$ cat config.mk
export PLATFORM = sky130hd
export DESIGN_NAME = three_axis_smoothing_kalman_filter_flat
export DESIGN_NICKNAME = d
export VERILOG_FILES = /design/src/rtl/tskf_pkg.sv /design/src/rtl/tskf_if.sv /design/src/rtl/tskf_mul.sv /design/src/rtl/tskf_div.sv /design/src/rtl/three_axis_smoothing_kalman_filter.sv /design/src/flat_wrapper.sv
export SDC_FILE = /design/constraint.sdc
export NUM_CORES = 1
export LEC_CHECK = 0
export BUFFER_PORTS_ARGS = -buffer_cell sky130_fd_sc_hd__buf_2
export CAP_MARGIN = 10
export CELL_PAD_IN_SITES_DETAIL_PLACEMENT = 1
export CELL_PAD_IN_SITES_GLOBAL_PLACEMENT = 1
export CORE_MARGIN = 1
export CORE_UTILIZATION = 40
export CTS_BUF_LIST = sky130_fd_sc_hd__clkbuf_2 sky130_fd_sc_hd__clkbuf_4 sky130_fd_sc_hd__clkbuf_8
export DETAILED_ROUTE_END_ITERATION = 10
export PLACE_DENSITY = 0.78
export SLEW_MARGIN = 10
export SYNTH_ARGS = -nofsm -noshare
export SYNTH_HDL_FRONTEND = slang
export SYNTH_SLANG_ARGS = --single-unit
$ cat constraint.sdc
create_clock -name clk -period 5.7 [get_ports clk]
set_clock_uncertainty 0.05 [all_clocks]
set_input_delay 0.285 -clock clk [delete_from_list [all_inputs] [get_ports clk]]
set_output_delay 0.285 -clock clk [all_outputs]
set_load 0.005 [all_outputs]
$ cat src/rtl/tskf_pkg.sv
// Shared widths, reset values, register codes and status types of the three-axis
// smoothing Kalman filter. No dependencies; every other RTL file uses it.
`default_nettype none

package tskf_pkg;

  localparam int AXES       = 3;
  localparam int SAMPLE_W   = 16;                 // Q4.11 sample and estimate
  localparam int REG_W      = 16;                 // Q0.16 configuration registers
  localparam int COV_W      = 18;                 // Q2.16 error covariance
  localparam int GAIN_W     = 17;                 // Q1.16 gain, 0 .. 1.0 inclusive
  localparam int FRAC_W     = 16;
  localparam int MC_W       = COV_W + 1;          // signed multiplicand
  localparam int MP_W       = GAIN_W;             // unsigned multiplier
  localparam int PROD_W     = MC_W + MP_W;
  localparam int MUL_DIGIT_W = 4;                 // multiplier bits consumed per cycle

  localparam int ADDR_W     = 4;
  localparam int REG_LSB    = 2;
  localparam int DATA_W     = 32;

  localparam int ALPHA_RST  = 39322;
  localparam int Q_RST      = 655;
  localparam int R_RST      = 1311;
  localparam int COV_RST    = 65536;
  localparam int COV_MAX    = 262143;
  localparam int GAIN_ONE   = 65536;
  localparam int ROUND_HALF = 32768;

  typedef enum logic [1:0] {
    REG_ALPHA = 2'd0,
    REG_Q     = 2'd1,
    REG_R     = 2'd2
  } reg_idx_t;

  typedef struct packed {
    logic busy;
    logic done;
  } unit_stat_t;

endpackage

`default_nettype wire

$ cat src/rtl/tskf_if.sv
// Valid/ready channel interfaces for samples in and estimates out.
// Depends on tskf_pkg for the field width.
`default_nettype none

interface tskf_in_if;
  logic                                valid;
  logic                                ready;
  logic signed [tskf_pkg::SAMPLE_W-1:0] accel_x;
  logic signed [tskf_pkg::SAMPLE_W-1:0] accel_y;
  logic signed [tskf_pkg::SAMPLE_W-1:0] accel_z;

  modport source (output valid, output accel_x, output accel_y, output accel_z, input ready);
  modport sink   (input valid, input accel_x, input accel_y, input accel_z, output ready);
endinterface

interface tskf_out_if;
  logic                                valid;
  logic                                ready;
  logic signed [tskf_pkg::SAMPLE_W-1:0] filtered_x;
  logic signed [tskf_pkg::SAMPLE_W-1:0] filtered_y;
  logic signed [tskf_pkg::SAMPLE_W-1:0] filtered_z;

  modport source (output valid, output filtered_x, output filtered_y, output filtered_z,
                  input ready);
  modport sink   (input valid, input filtered_x, input filtered_y, input filtered_z,
                  output ready);
endinterface

`default_nettype wire

$ cat src/rtl/tskf_mul.sv
// Digit-serial signed-by-unsigned multiplier, DIGIT_W multiplier bits per cycle.
// Depends on tskf_pkg for operand widths and the status struct.
`default_nettype none

module tskf_mul #(
  parameter int DIGIT_W = tskf_pkg::MUL_DIGIT_W
) (
  input  logic                               clk,
  input  logic                               rst_n,
  input  logic                               start,
  input  logic signed [tskf_pkg::MC_W-1:0]   mcand,
  input  logic        [tskf_pkg::MP_W-1:0]   mplier,
  output logic signed [tskf_pkg::PROD_W-1:0] prod,
  output tskf_pkg::unit_stat_t               stat
);
  import tskf_pkg::*;

  localparam int STEPS = (MP_W + DIGIT_W - 1) / DIGIT_W;
  localparam int LO_W  = STEPS * DIGIT_W;
  localparam int HI_W  = MC_W + DIGIT_W + 1;
  localparam int CNT_W = $clog2(STEPS + 1);

  logic signed [MC_W-1:0]      mcand_r;
  logic signed [HI_W-1:0]      hi_r, hi_nxt;
  logic        [LO_W-1:0]      lo_r, lo_nxt;
  logic        [CNT_W-1:0]     cnt_r, cnt_nxt;
  logic                        done_r, done_nxt;
  logic signed [HI_W-1:0]      part_w, sum_w;
  logic        [HI_W+LO_W-1:0] full_w;

  // one partial product per cycle; low digit of the sum drops into the low word
  assign part_w = mcand_r * $signed({1'b0, lo_r[DIGIT_W-1:0]});
  assign sum_w  = hi_r + part_w;
  assign full_w = {hi_r, lo_r};
  assign prod   = $signed(full_w[PROD_W-1:0]);
  assign stat   = '{busy: (cnt_r != '0), done: done_r};

  always_comb begin
    hi_nxt   = hi_r;
    lo_nxt   = lo_r;
    cnt_nxt  = cnt_r;
    done_nxt = 1'b0;
    if (start) begin
      hi_nxt  = '0;
      lo_nxt  = LO_W'(mplier);
      cnt_nxt = CNT_W'(STEPS);
    end else if (cnt_r != '0) begin
      hi_nxt   = sum_w >>> DIGIT_W;
      lo_nxt   = {sum_w[DIGIT_W-1:0], lo_r[LO_W-1:DIGIT_W]};
      cnt_nxt  = cnt_r - CNT_W'(1);
      done_nxt = (cnt_r == CNT_W'(1));
    end
  end

  always_ff @(posedge clk) begin
    if (!rst_n) begin
      cnt_r  <= '0;
      done_r <= 1'b0;
    end else begin
      cnt_r  <= cnt_nxt;
      done_r <= done_nxt;
    end
  end

  always_ff @(posedge clk) begin
    if (start) mcand_r <= mcand;
    hi_r <= hi_nxt;
    lo_r <= lo_nxt;
  end

endmodule

`default_nettype wire

$ cat src/rtl/tskf_div.sv
// Radix-2 restoring divider for the gain: quot = floor(num * 2^16 / den), num <= den.
// Depends on tskf_pkg for widths and the status struct.
`default_nettype none

module tskf_div (
  input  logic                              clk,
  input  logic                              rst_n,
  input  logic                              start,
  input  logic [tskf_pkg::COV_W-1:0]        num,
  input  logic [tskf_pkg::COV_W:0]          den,
  output logic [tskf_pkg::GAIN_W-1:0]       quot,
  output tskf_pkg::unit_stat_t              stat
);
  import tskf_pkg::*;

  localparam int CNT_W = $clog2(GAIN_W + 1);

  logic [COV_W+1:0]  rem_r, rem_nxt;
  logic [COV_W:0]    den_r;
  logic [GAIN_W-1:0] q_r, q_nxt;
  logic              zero_r;
  logic [CNT_W-1:0]  cnt_r, cnt_nxt;
  logic              done_r, done_nxt;
  logic              ge_w;
  logic [COV_W+1:0]  diff_w, keep_w;

  assign ge_w   = rem_r >= {1'b0, den_r};
  assign diff_w = rem_r - {1'b0, den_r};
  assign keep_w = ge_w ? diff_w : rem_r;
  // zero divisor only when every operand is zero: hold the gain at zero
  assign quot   = zero_r ? '0 : q_r;
  assign stat   = '{busy: (cnt_r != '0), done: done_r};

  always_comb begin
    rem_nxt  = rem_r;
    q_nxt    = q_r;
    cnt_nxt  = cnt_r;
    done_nxt = 1'b0;
    if (start) begin
      rem_nxt = {2'b00, num};
      q_nxt   = '0;
      cnt_nxt = CNT_W'(GAIN_W);
    end else if (cnt_r != '0) begin
      rem_nxt  = {keep_w[COV_W:0], 1'b0};
      q_nxt    = {q_r[GAIN_W-2:0], ge_w};
      cnt_nxt  = cnt_r - CNT_W'(1);
      done_nxt = (cnt_r == CNT_W'(1));
    end
  end

  always_ff @(posedge clk) begin
    if (!rst_n) begin
      cnt_r  <= '0;
      done_r <= 1'b0;
    end else begin
      cnt_r  <= cnt_nxt;
      done_r <= done_nxt;
    end
  end

  always_ff @(posedge clk) begin
    if (start) begin
      den_r  <= den;
      zero_r <= (den == '0);
    end
    rem_r <= rem_nxt;
    q_r   <= q_nxt;
  end

endmodule

`default_nettype wire

$ cat src/rtl/three_axis_smoothing_kalman_filter.sv
// Three-axis accelerometer smoother with a shared scalar Kalman update.
// Depends on tskf_pkg, the channel interfaces in tskf_if, tskf_mul and tskf_div.
//
// Usage:
//   in_ch  (sink)   : one transaction carries accel_x/y/z, signed Q4.11 G.
//   out_ch (source) : one transaction per input, filtered_x/y/z, signed Q4.11 G.
//   APB port        : alpha at 0x0, process noise q at 0x4, measurement noise r
//                     at 0x8, low 16 bits kept, paddr[1:0] ignored, 0xC ignored on
//                     write and read as zero. Write only while the block is idle.
// Timing:
//   in_ch.ready is high only in the idle state. After acceptance the block runs
//   one 17-step gain division and seven multiplications through one shared
//   digit-serial multiplier, then moves to a done state that loads the result
//   into the out_ch register; a new sample is taken only after that load.
//   The divider and the shared multiplier set the pace.
// Reset (synchronous, rst_n low): estimates clear to zero, covariance to 1.0,
//   registers to their defaults, both channels go empty.
// Stall: the result sits in an output register, so a new sample is taken while
//   out_ch is stalled; the next result waits in its last state until the
//   register frees up.
`default_nettype none

module three_axis_smoothing_kalman_filter #(
  parameter int DIGIT_W = tskf_pkg::MUL_DIGIT_W
) (
  input  logic                          clk,
  input  logic                          rst_n,
  tskf_in_if.sink                       in_ch,
  tskf_out_if.source                    out_ch,
  input  logic                          psel,
  input  logic                          penable,
  input  logic                          pwrite,
  input  logic [tskf_pkg::ADDR_W-1:0]   paddr,
  input  logic [tskf_pkg::DATA_W-1:0]   pwdata,
  output logic [tskf_pkg::DATA_W-1:0]   prdata,
  output logic                          pready
);
  import tskf_pkg::*;

  typedef enum logic [6:0] {
    S_IDLE  = 7'b0000001,
    S_PREP  = 7'b0000010,
    S_DIV   = 7'b0000100,
    S_MUL_A = 7'b0001000,
    S_MUL_K = 7'b0010000,
    S_MUL_P = 7'b0100000,
    S_DONE  = 7'b1000000
  } state_t;

  localparam logic [1:0] LAST_AXIS = 2'(AXES - 1);

  // ---------------------------------------------------------------- config
  logic [REG_W-1:0] alpha_r, q_r, r_r;
  logic             cfg_wr;
  reg_idx_t         cfg_idx;

  assign pready  = 1'b1;
  assign cfg_wr  = psel && penable && pwrite && pready;
  assign cfg_idx = reg_idx_t'(paddr[REG_LSB+1:REG_LSB]);

  always_comb begin
    unique case (cfg_idx)
      REG_ALPHA: prdata = DATA_W'(alpha_r);
      REG_Q:     prdata = DATA_W'(q_r);
      REG_R:     prdata = DATA_W'(r_r);
      default:   prdata = '0;
    endcase
  end

  always_ff @(posedge clk) begin
    if (!rst_n) begin
      alpha_r <= REG_W'(ALPHA_RST);
      q_r     <= REG_W'(Q_RST);
      r_r     <= REG_W'(R_RST);
    end else if (cfg_wr) begin
      unique case (cfg_idx)
        REG_ALPHA: alpha_r <= pwdata[REG_W-1:0];
        REG_Q:     q_r     <= pwdata[REG_W-1:0];
        REG_R:     r_r     <= pwdata[REG_W-1:0];
        default:   ;
      endcase
    end
  end

  // ---------------------------------------------------------------- datapath state
  state_t                   state_r, state_nxt;
  logic                     start_r, start_nxt;
  logic [1:0]               ax_r, ax_nxt;
  logic signed [SAMPLE_W-1:0] x_r   [AXES];
  logic signed [SAMPLE_W-1:0] est_r [AXES];
  logic signed [SAMPLE_W-1:0] res_r [AXES];
  logic                     out_valid_r;
  logic [COV_W-1:0]         cov_r, pp_r;
  logic [GAIN_W-1:0]        k_r;
  logic signed [GAIN_W-1:0] dse_r;         // smoothed sample minus estimate

  logic                     in_fire, out_load;
  logic [COV_W:0]           pred_w, den_w;
  logic [COV_W-1:0]         pp_w;

  assign in_fire  = in_ch.valid && in_ch.ready;
  assign out_load = (state_r == S_DONE) && (!out_valid_r || out_ch.ready);

  // predicted covariance P + q, saturated; gain denominator P' + r
  assign pred_w = {1'b0, cov_r} + (COV_W+1)'(q_r);
  assign pp_w   = pred_w[COV_W] ? COV_W'(COV_MAX) : pred_w[COV_W-1:0];
  assign den_w  = {1'b0, pp_r} + (COV_W+1)'(r_r);

  // ---------------------------------------------------------------- shared units
  unit_stat_t                mul_stat, div_stat;
  logic signed [MC_W-1:0]    mul_mcand;
  logic        [MP_W-1:0]    mul_mplier;
  logic signed [PROD_W-1:0]  mul_prod;
  logic        [GAIN_W-1:0]  div_quot;
  logic signed [GAIN_W-1:0]  diff_w;
  logic signed [SAMPLE_W-1:0] est_cur;

  assign est_cur = est_r[ax_r];
  assign diff_w  = GAIN_W'(x_r[ax_r]) - GAIN_W'(est_cur);

  always_comb begin
    unique case (state_r)
      S_MUL_A: begin
        mul_mcand  = MC_W'(diff_w);
        mul_mplier = MP_W'(alpha_r);
      end
      S_MUL_K: begin
        mul_mcand  = MC_W'(dse_r);
        mul_mplier = k_r;
      end
      S_MUL_P: begin
        mul_mcand  = $signed({1'b0, pp_r});
        mul_mplier = MP_W'(GAIN_ONE) - k_r;
      end
      default: begin
        mul_mcand  = '0;
        mul_mplier = '0;
      end
    endcase
  end

  tskf_mul #(
    .DIGIT_W (DIGIT_W)
  ) u_mul (
    .clk    (clk),
    .rst_n  (rst_n),
    .start  (start_r && (state_r == S_MUL_A || state_r == S_MUL_K || state_r == S_MUL_P)),
    .mcand  (mul_mcand),
    .mplier (mul_mplier),
    .prod   (mul_prod),
    .stat   (mul_stat)
  );

  tskf_div u_div (
    .clk   (clk),
    .rst_n (rst_n),
    .start (start_r && (state_r == S_DIV)),
    .num   (pp_r),
    .den   (den_w),
    .quot  (div_quot),
    .stat  (div_stat)
  );

  // round to nearest on the Q16 boundary, ties upward: floor((p + 0.5) / 2^16)
  logic signed [PROD_W-1:0]   rnd_w;
  logic signed [GAIN_W-1:0]   rnd_g;
  logic signed [SAMPLE_W+1:0] ne_w;
  logic signed [SAMPLE_W-1:0] ne_sat;

  assign rnd_w = mul_prod + $signed(PROD_W'(ROUND_HALF));
  assign rnd_g = $signed(rnd_w[FRAC_W+GAIN_W-1:FRAC_W]);
  assign ne_w  = (SAMPLE_W+2)'(est_cur) + (SAMPLE_W+2)'(rnd_g);

  always_comb begin
    if (ne_w > (SAMPLE_W+2)'(32767)) begin
      ne_sat = {1'b0, {(SAMPLE_W-1){1'b1}}};
    end else if (ne_w < -(SAMPLE_W+2)'(32768)) begin
      ne_sat = {1'b1, {(SAMPLE_W-1){1'b0}}};
    end else begin
      ne_sat = ne_w[SAMPLE_W-1:0];
    end
  end

  // ---------------------------------------------------------------- sequencer
  always_comb begin
    state_nxt = state_r;
    start_nxt = 1'b0;
    ax_nxt    = ax_r;
    unique case (state_r)
      S_IDLE: begin
        if (in_fire) state_nxt = S_PREP;
      end
      S_PREP: begin
        state_nxt = S_DIV;
        start_nxt = 1'b1;
      end
      S_DIV: begin
        if (div_stat.done) begin
          state_nxt = S_MUL_A;
          start_nxt = 1'b1;
          ax_nxt    = '0;
        end
      end
      S_MUL_A: begin
        if (mul_stat.done) begin
          state_nxt = S_MUL_K;
          start_nxt = 1'b1;
        end
      end
      S_MUL_K: begin
        if (mul_stat.done) begin
          start_nxt = 1'b1;
          if (ax_r == LAST_AXIS) begin
            state_nxt = S_MUL_P;
          end else begin
            state_nxt = S_MUL_A;
            ax_nxt    = ax_r + 2'd1;
          end
        end
      end
      S_MUL_P: begin
        if (mul_stat.done) state_nxt = S_DONE;
      end
      S_DONE: begin
        if (out_load) state_nxt = S_IDLE;
      end
      default: state_nxt = S_IDLE;
    endcase
  end

  always_ff @(posedge clk) begin
    if (!rst_n) begin
      state_r     <= S_IDLE;
      start_r     <= 1'b0;
      ax_r        <= '0;
      out_valid_r <= 1'b0;
      cov_r       <= COV_W'(COV_RST);
      for (int i = 0; i < AXES; i++) est_r[i] <= '0;
    end else begin
      state_r <= state_nxt;
      start_r <= start_nxt;
      ax_r    <= ax_nxt;
      // hold the result until taken; a fresh load wins over a drain
      if (out_load)          out_valid_r <= 1'b1;
      else if (out_ch.ready) out_valid_r <= 1'b0;
      if (state_r == S_MUL_K && mul_stat.done) est_r[ax_r] <= ne_sat;
      // P = P' * (1 - K), rounded; never above P'
      if (state_r == S_MUL_P && mul_stat.done) cov_r <= rnd_w[FRAC_W+COV_W-1:FRAC_W];
    end
  end

  always_ff @(posedge clk) begin
    if (in_fire) begin
      x_r[0] <= in_ch.accel_x;
      x_r[1] <= in_ch.accel_y;
      x_r[2] <= in_ch.accel_z;
      pp_r   <= pp_w;
    end
    if (state_r == S_DIV && div_stat.done) k_r <= div_quot;
    // a * (x - e) rounded is exactly s - e
    if (state_r == S_MUL_A && mul_stat.done) dse_r <= rnd_g;
    if (out_load) begin
      for (int i = 0; i < AXES; i++) res_r[i] <= est_r[i];
    end
  end

  assign in_ch.ready       = (state_r == S_IDLE);
  assign out_ch.valid      = out_valid_r;
  assign out_ch.filtered_x = res_r[0];
  assign out_ch.filtered_y = res_r[1];
  assign out_ch.filtered_z = res_r[2];

  // ---------------------------------------------------------------- checks
  a_mul_done_in_mul: assert property (@(posedge clk) disable iff (!rst_n)
    mul_stat.done |-> (state_r == S_MUL_A || state_r == S_MUL_K || state_r == S_MUL_P))
    else $error("multiplier finished outside a multiply step");

  a_div_done_in_div: assert property (@(posedge clk) disable iff (!rst_n)
    div_stat.done |-> (state_r == S_DIV))
    else $error("divider finished outside the gain step");

  a_gain_bound: assert property (@(posedge clk) disable iff (!rst_n)
    (state_r == S_MUL_K) |-> (k_r <= GAIN_W'(GAIN_ONE)))
    else $error("gain above 1.0");

  a_units_quiet_idle: assert property (@(posedge clk) disable iff (!rst_n)
    (state_r == S_IDLE) |-> (!mul_stat.busy && !div_stat.busy))
    else $error("arithmetic unit busy while idle");

endmodule

`default_nettype wire

$ cat src/flat_wrapper.sv
// flat-port wrapper written by rule: the top's interface ports become plain ports
module three_axis_smoothing_kalman_filter_flat import tskf_pkg::*;
#(
  parameter int DIGIT_W = tskf_pkg::MUL_DIGIT_W
)
  (clk, rst_n, psel, penable, pwrite, paddr, pwdata, prdata, pready, in_ch_valid, in_ch_accel_x, in_ch_accel_y, in_ch_accel_z, in_ch_ready, out_ch_valid, out_ch_filtered_x, out_ch_filtered_y, out_ch_filtered_z, out_ch_ready);
  tskf_in_if in_ch_i ();
  tskf_out_if out_ch_i ();
  input  logic clk;
  input  logic rst_n;
  input  logic psel;
  input  logic penable;
  input  logic pwrite;
  input  logic [tskf_pkg::ADDR_W-1:0] paddr;
  input  logic [tskf_pkg::DATA_W-1:0] pwdata;
  output logic [tskf_pkg::DATA_W-1:0] prdata;
  output logic pready;
  input wire logic [$bits(in_ch_i.valid)-1:0] in_ch_valid;
  input wire logic [$bits(in_ch_i.accel_x)-1:0] in_ch_accel_x;
  input wire logic [$bits(in_ch_i.accel_y)-1:0] in_ch_accel_y;
  input wire logic [$bits(in_ch_i.accel_z)-1:0] in_ch_accel_z;
  output wire logic [$bits(in_ch_i.ready)-1:0] in_ch_ready;
  output wire logic [$bits(out_ch_i.valid)-1:0] out_ch_valid;
  output wire logic [$bits(out_ch_i.filtered_x)-1:0] out_ch_filtered_x;
  output wire logic [$bits(out_ch_i.filtered_y)-1:0] out_ch_filtered_y;
  output wire logic [$bits(out_ch_i.filtered_z)-1:0] out_ch_filtered_z;
  input wire logic [$bits(out_ch_i.ready)-1:0] out_ch_ready;
  assign in_ch_i.valid = in_ch_valid;
  assign in_ch_i.accel_x = in_ch_accel_x;
  assign in_ch_i.accel_y = in_ch_accel_y;
  assign in_ch_i.accel_z = in_ch_accel_z;
  assign in_ch_ready = in_ch_i.ready;
  assign out_ch_valid = out_ch_i.valid;
  assign out_ch_filtered_x = out_ch_i.filtered_x;
  assign out_ch_filtered_y = out_ch_i.filtered_y;
  assign out_ch_filtered_z = out_ch_i.filtered_z;
  assign out_ch_i.ready = out_ch_ready;
  three_axis_smoothing_kalman_filter #(.DIGIT_W(DIGIT_W)) u_core (.clk(clk), .rst_n(rst_n), .in_ch(in_ch_i), .out_ch(out_ch_i), .psel(psel), .penable(penable), .pwrite(pwrite), .paddr(paddr), .pwdata(pwdata), .prdata(prdata), .pready(pready));
endmodule
==> impl_metrics.prom <==
# TYPE chip_impl_metric gauge
chip_impl_metric{name="timing_worst_slew_pin_value",unit="ns"} 1.00
chip_impl_info{name="cts-root-buf",value="sky130_fd_sc_hd__clkbuf_8"} 1
chip_impl_metric{name="chipWidth",unit="µm"} 248
chip_impl_metric{name="dr.pass1.iters",unit=""} 5
chip_impl_metric{name="drv_cap",unit=""} 0
chip_impl_info{name="hp-start",value="rst_n"} 1
chip_impl_metric{name="antenna_found_initial",unit=""} 1
chip_impl_info{name="grt_setup_unrepaired",value="no"} 1
chip_impl_metric{name="fp.dieH",unit="µm"} 248
chip_impl_metric{name="grt_max_degree",unit=""} 78
chip_impl_metric{name="wl_per_cell",unit="µm"} 22.1
chip_impl_metric{name="cp.buffers_inverters",unit=""} 1
chip_impl_metric{name="num-nets-final",unit=""} 2856
chip_impl_metric{name="yosys.area_share.adder",unit="%"} 12.5
chip_impl_info{name="synth_top_flop_cell",value="sky130_fd_sc_hd__edfxtp_1"} 1
chip_impl_metric{name="maxSlewHeadroom",unit="%"} 33.2
chip_impl_metric{name="min_period_over_period",unit="%"} 91.5
chip_impl_info{name="critical-path-top-cell-by-count",value="sky130_fd_sc_hd__o21ai_0"} 1
chip_impl_metric{name="drtAntennaViolNets",unit=""} 0
chip_impl_metric{name="first_pass_grt_wire_length",unit="µm"} 117000
chip_impl_metric{name="post_synth.cell_area_avg",unit="µm²"} 10.3
chip_impl_metric{name="power.ir.vdd_worst",unit="mV"} 0.700
chip_impl_metric{name="first_iter_violations",unit=""} 1155
chip_impl_info{name="cp-start-kind",value="register"} 1
chip_impl_metric{name="yosys-mux-area-fraction",unit="%"} 3.23
chip_impl_metric{name="syn_to_final_growth",unit="%"} 14.9
chip_impl_metric{name="syn_area",unit="µm²"} 24200
chip_impl_info{name="critical_path_top_delay_cell",value="sky130_fd_sc_hd__xnor2_1"} 1
chip_impl_metric{name="gr-usage-all-layers",unit="%"} 24.7
chip_impl_metric{name="synthArstFlopShare",unit="%"} 0
chip_impl_info{name="worst_setup_path_end_kind",value="register"} 1
chip_impl_metric{name="core_area",unit="µm²"} 59500
chip_impl_metric{name="synth_edf_count",unit=""} 286
chip_impl_metric{name="maxSlewViolCount",unit=""} 0
chip_impl_metric{name="io_buffer_count",unit=""} 138
chip_impl_metric{name="critical_path_required",unit="ns"} 5.99
chip_impl_metric{name="setup_viol",unit=""} 0
chip_impl_metric{name="drc",unit=""} 0
chip_impl_metric{name="proportion_of_layout_cells_with_a_drive_suffix_above_1",unit="%"} 12.8
chip_impl_metric{name="synth-simple-area-share",unit="%"} 15.7
chip_impl_info{name="path_delay_family",value="compound AO/OA/AOI/OAI gates"} 1
chip_impl_metric{name="std_cell_rows",unit=""} 89
chip_impl_info{name="combinational_family_with_the_most_area_after_synthesis",value="simple AND/OR/NAND/NOR gates"} 1
chip_impl_metric{name="clk_latency",unit="ns"} 0.67
chip_impl_info{name="path_class",value="reg -> reg"} 1
chip_impl_metric{name="report.final.hold_viol_count",unit=""} 0
chip_impl_metric{name="total_via_count_in_the_routed_design",unit=""} 19200
chip_impl_metric{name="yosysWarningCount",unit=""} 0
chip_impl_metric{name="h_tree_levels",unit=""} 3
chip_impl_info{name="hold_path.class",value="in -> reg"} 1
chip_impl_info{name="timing.rr.start",value="u_core.u_mul.lo_r[15]$_DFFE_PP_"} 1
chip_impl_metric{name="finalWeightedCongestion",unit=""} 0.881
chip_impl_metric{name="syn_inst",unit=""} 2352
chip_impl_metric{name="start_util",unit="%"} 40.8
chip_impl_metric{name="max-clock-path-buffers",unit=""} 3
chip_impl_metric{name="netlist-cell-type-count",unit=""} 81
chip_impl_metric{name="synth_sequential_area_ratio",unit="%"} 46.2
chip_impl_metric{name="clock_sinks",unit=""} 417
chip_impl_metric{name="detailed_place_hpwl",unit="µm"} 54200
chip_impl_metric{name="pre_cts_slack",unit="ns"} 0.630
chip_impl_metric{name="grt_pass1_vias",unit=""} 20400
chip_impl_metric{name="worst-path-max-fanout",unit=""} 60
chip_impl_metric{name="largest_incremental_delay_on_the_critical_path",unit="ns"} 0.63
chip_impl_metric{name="post_synth_xor_area_fraction",unit="%"} 3.50
chip_impl_metric{name="detail_route.vias_per_cell",unit=""} 5.65
chip_impl_metric{name="num_io_pins",unit=""} 174
chip_impl_metric{name="timing.final.ws_setup",unit="ns"} 0.485
chip_impl_metric{name="fmax",unit="MHz"} 192
chip_impl_metric{name="worstPathArrival",unit="ns"} 5.51
chip_impl_metric{name="clock_pin_transition_on_the_worst_setup_and_hold_timing_paths",unit="ns"} 0.07
chip_impl_metric{name="cts_post_setup_buffers_inserted",unit=""} 0
chip_impl_metric{name="synth-compound-area-share",unit="%"} 14.8
chip_impl_info{name="cp_cell_sequence",value="ha_1, nand2_1, nor2_1, nand2_1, xnor2_1, ha_1, a21oi_1, o21ai_0, a21o_1, o21ai_0, a211oi_1, o211ai_1, o2111ai_4, a21oi_4, buf_4, o21ai_0"} 1
chip_impl_metric{name="power.leakage",unit="nW"} 11.1
chip_impl_info{name="worst_setup_path_startpoint",value="u_core.u_mul.lo_r[15]$_DFFE_PP_"} 1
chip_impl_info{name="run_status",value="finished, final reports clean"} 1
chip_impl_metric{name="synth-seq-cells",unit=""} 417
chip_impl_metric{name="totalWireLength",unit="µm"} 75100
chip_impl_metric{name="min_period",unit="ns"} 5.21
chip_impl_info{name="tritoncts",value="yes"} 1
chip_impl_metric{name="cts_made_buffers",unit=""} 72
chip_impl_metric{name="power_per_cell_area",unit="nW/µm²"} 678
chip_impl_metric{name="grt.overflow.total",unit=""} 0
chip_impl_metric{name="die_area",unit="µm²"} 61600
chip_impl_metric{name="setup_total_negative_slack",unit="ns"} 0
-- final cells by class --
| type | instances | area (µm²) |
|---|---|---|
| Clock inverter | 24 | 170 |
| Sequential cell | 417 | 11200 |
| Timing Repair Buffer | 235 | 1590 |
| Multi-Input combinational cell | 1721 | 12100 |
| Inverter | 114 | 428 |
| Tap cell | 773 | 967 |
| Fill cell | 6629 | 31600 |
| Antenna cell | 2 | 5.00 |
| Clock buffer | 109 | 1340 |
-- synthesized netlist by cell type, types with 5 or more instances --
master | count | area share, %
sky130_fd_sc_hd__edfxtp_1 | 286 | 35
sky130_fd_sc_hd__or3_1 | 25 | 0.65
sky130_fd_sc_hd__o21ai_0 | 138 | 2.8
sky130_fd_sc_hd__nand3b_1 | 7 | 0.22
sky130_fd_sc_hd__and2_1 | 80 | 2.1
sky130_fd_sc_hd__a22oi_1 | 18 | 0.56
sky130_fd_sc_hd__nor4_1 | 10 | 0.26
sky130_fd_sc_hd__nor3_1 | 44 | 0.91
sky130_fd_sc_hd__fa_1 | 63 | 5.2
sky130_fd_sc_hd__a221oi_1 | 10 | 0.36
sky130_fd_sc_hd__o211ai_1 | 11 | 0.34
sky130_fd_sc_hd__clkbuf_1 | 79 | 1.2
sky130_fd_sc_hd__nor3b_1 | 20 | 0.62
sky130_fd_sc_hd__ha_1 | 141 | 7.3
sky130_fd_sc_hd__xor2_1 | 29 | 1.0
sky130_fd_sc_hd__or4_1 | 6 | 0.19
sky130_fd_sc_hd__nand2b_1 | 17 | 0.44
sky130_fd_sc_hd__or2_2 | 5 | 0.13
sky130_fd_sc_hd__a211oi_1 | 20 | 0.62
sky130_fd_sc_hd__buf_1 | 9 | 0.14
sky130_fd_sc_hd__inv_1 | 113 | 1.7
sky130_fd_sc_hd__and3_1 | 16 | 0.41
sky130_fd_sc_hd__a21boi_0 | 38 | 1.2
sky130_fd_sc_hd__o21a_1 | 28 | 0.87
sky130_fd_sc_hd__nor2b_1 | 32 | 0.83
sky130_fd_sc_hd__mux2i_1 | 40 | 1.7
sky130_fd_sc_hd__a21o_1 | 35 | 1.1
sky130_fd_sc_hd__o21bai_1 | 10 | 0.31
sky130_fd_sc_hd__a21oi_1 | 97 | 2.0
sky130_fd_sc_hd__buf_6 | 6 | 0.28
sky130_fd_sc_hd__mux4_2 | 16 | 1.5
sky130_fd_sc_hd__dfxtp_1 | 131 | 11
sky130_fd_sc_hd__nand4_1 | 6 | 0.15
sky130_fd_sc_hd__nand3_1 | 58 | 1.2
sky130_fd_sc_hd__xnor2_1 | 68 | 2.5
sky130_fd_sc_hd__a31oi_1 | 21 | 0.54
sky130_fd_sc_hd__nand2_1 | 322 | 5.0
sky130_fd_sc_hd__nor2_1 | 148 | 2.3
sky130_fd_sc_hd__buf_4 | 17 | 0.53
sky130_fd_sc_hd__o31ai_1 | 51 | 1.6
-- worst register-to-register path, cell delays in order (launching register included) --
cell                        delay [ns]
sky130_fd_sc_hd__edfxtp_1         0.39
sky130_fd_sc_hd__ha_1             0.25
sky130_fd_sc_hd__nand2_1          0.18
sky130_fd_sc_hd__nor2_1           0.28
sky130_fd_sc_hd__nand2_1          0.10
sky130_fd_sc_hd__xnor2_1          0.63
sky130_fd_sc_hd__ha_1             0.40
sky130_fd_sc_hd__a21oi_1          0.17
sky130_fd_sc_hd__o21ai_0          0.11
sky130_fd_sc_hd__a21o_1           0.18
sky130_fd_sc_hd__o21ai_0          0.36
sky130_fd_sc_hd__a211oi_1         0.20
sky130_fd_sc_hd__o211ai_1         0.32
sky130_fd_sc_hd__o2111ai_4        0.25
sky130_fd_sc_hd__a21oi_4          0.16
sky130_fd_sc_hd__buf_4            0.49
sky130_fd_sc_hd__o21ai_0          0.36
-- power breakdown --
part,total (W),internal [W],switching (W)
Sequential,0.00450,0.00401,0.000487
Combinational,0.0115,0.00485,0.00662
Clock,0.00290,0.00156,0.00134
-- layer usage --
layer / global-route usage, % / vias up / part of all wire, %
met2: 44.3 / 538 / 51
met5: 0 / - / 0
li1: - / 8874 / -
met4: 9.15 / 0 / 2.9
met3: 3.52 / 147 / 4.4
met1: 30.0 / 9612 / 42
-- registers in the layout (all words and copies together) (netlist names), 2 cells and up, named ones only --
register,count
u_core.cov_r,18
u_core.alpha_r,16
u_core.u_div.rem_r,20
u_core.pp_r,18
u_core.u_mul.mcand_r,19
u_core.u_mul.lo_r,20
u_core.ax_r,2
u_core.k_r,17
u_core.u_div.cnt_r,5
u_core.r_r,16
u_core.est_r,64
u_core.x_r,48
u_core.u_mul.cnt_r,3
u_core.dse_r,17
u_core.u_div.den_r,19
u_core.u_div.q_r,17
u_core.q_r,16
u_core.u_mul.hi_r,20
u_core.res_r,48
u_core.state_r,7
-- layout by cell type, fill, tap and decap left out, types with 31 or more instances in the layout --
cell type                       count
sky130_fd_sc_hd__nor2_1           148
sky130_fd_sc_hd__o21ai_0          137
sky130_fd_sc_hd__inv_1            113
sky130_fd_sc_hd__fa_1              63
sky130_fd_sc_hd__mux2i_1           40
sky130_fd_sc_hd__dfxtp_1          130
sky130_fd_sc_hd__a21o_1            35
sky130_fd_sc_hd__o31ai_1           51
sky130_fd_sc_hd__and2_1            79
sky130_fd_sc_hd__dlygate4sd3_1     67
sky130_fd_sc_hd__nand3_1           58
sky130_fd_sc_hd__ha_1             141
sky130_fd_sc_hd__nor2b_1           31
sky130_fd_sc_hd__nor3_1            44
sky130_fd_sc_hd__edfxtp_1         286
sky130_fd_sc_hd__a21boi_0          38
sky130_fd_sc_hd__clkbuf_8          83
sky130_fd_sc_hd__nand2_1          322
sky130_fd_sc_hd__a21oi_1           97
sky130_fd_sc_hd__buf_2            138
sky130_fd_sc_hd__xnor2_1           68
-- final timing paths --
kind	end	slack [ns]	depth (start not counted)
max	u_core.est_r[3][6]$_DFFE_PP_	0.49	16
min	u_core.alpha_r[2]$_SDFFE_PN0P_	0.06	3
max reg2reg	u_core.est_r[3][6]$_DFFE_PP_	0.49	16
min reg2reg	u_core.res_r[0][30]$_DFFE_PP_	0.39	0
-- kinds of logic (layout without fill, tap and decap cells) --
family	after synthesis	in the layout
AND/OR/NAND/NOR	806	806
AO/OA/AOI/OAI	539	539
flip-flops	417	417
buffers and inverters	229	482
adder cells (fa/ha/maj)	204	204
XOR/XNOR	97	97
multiplexers	58	58
other	2	19
-- timing repair --
action	CTS	global route
endpoints found under the hold margin	98	0
hold buffers	67	0
gates resized for setup	0	0
-- per-stage QoR --
step / area, µm² / hold WS [ns] / util [%] / instances / power [W]
floorplan: 24300 / 0.334 / - / 2367 / 0.0131
global placement: 25700 / 0.380 / 43.2 / 3193 / 0.0154
detailed placement: 25700 / 0.391 / 43.2 / 3193 / 0.0159
CTS: 27800 / 0.00591 / 46.8 / 3393 / 0.0189
global route: 27800 / 0.0449 / 46.8 / 3394 / 0.0205
finish: 27800 / 0.0590 / 46.8 / 3395 / 0.0189
No activity file was read; power rests on OpenSTA's default activity.
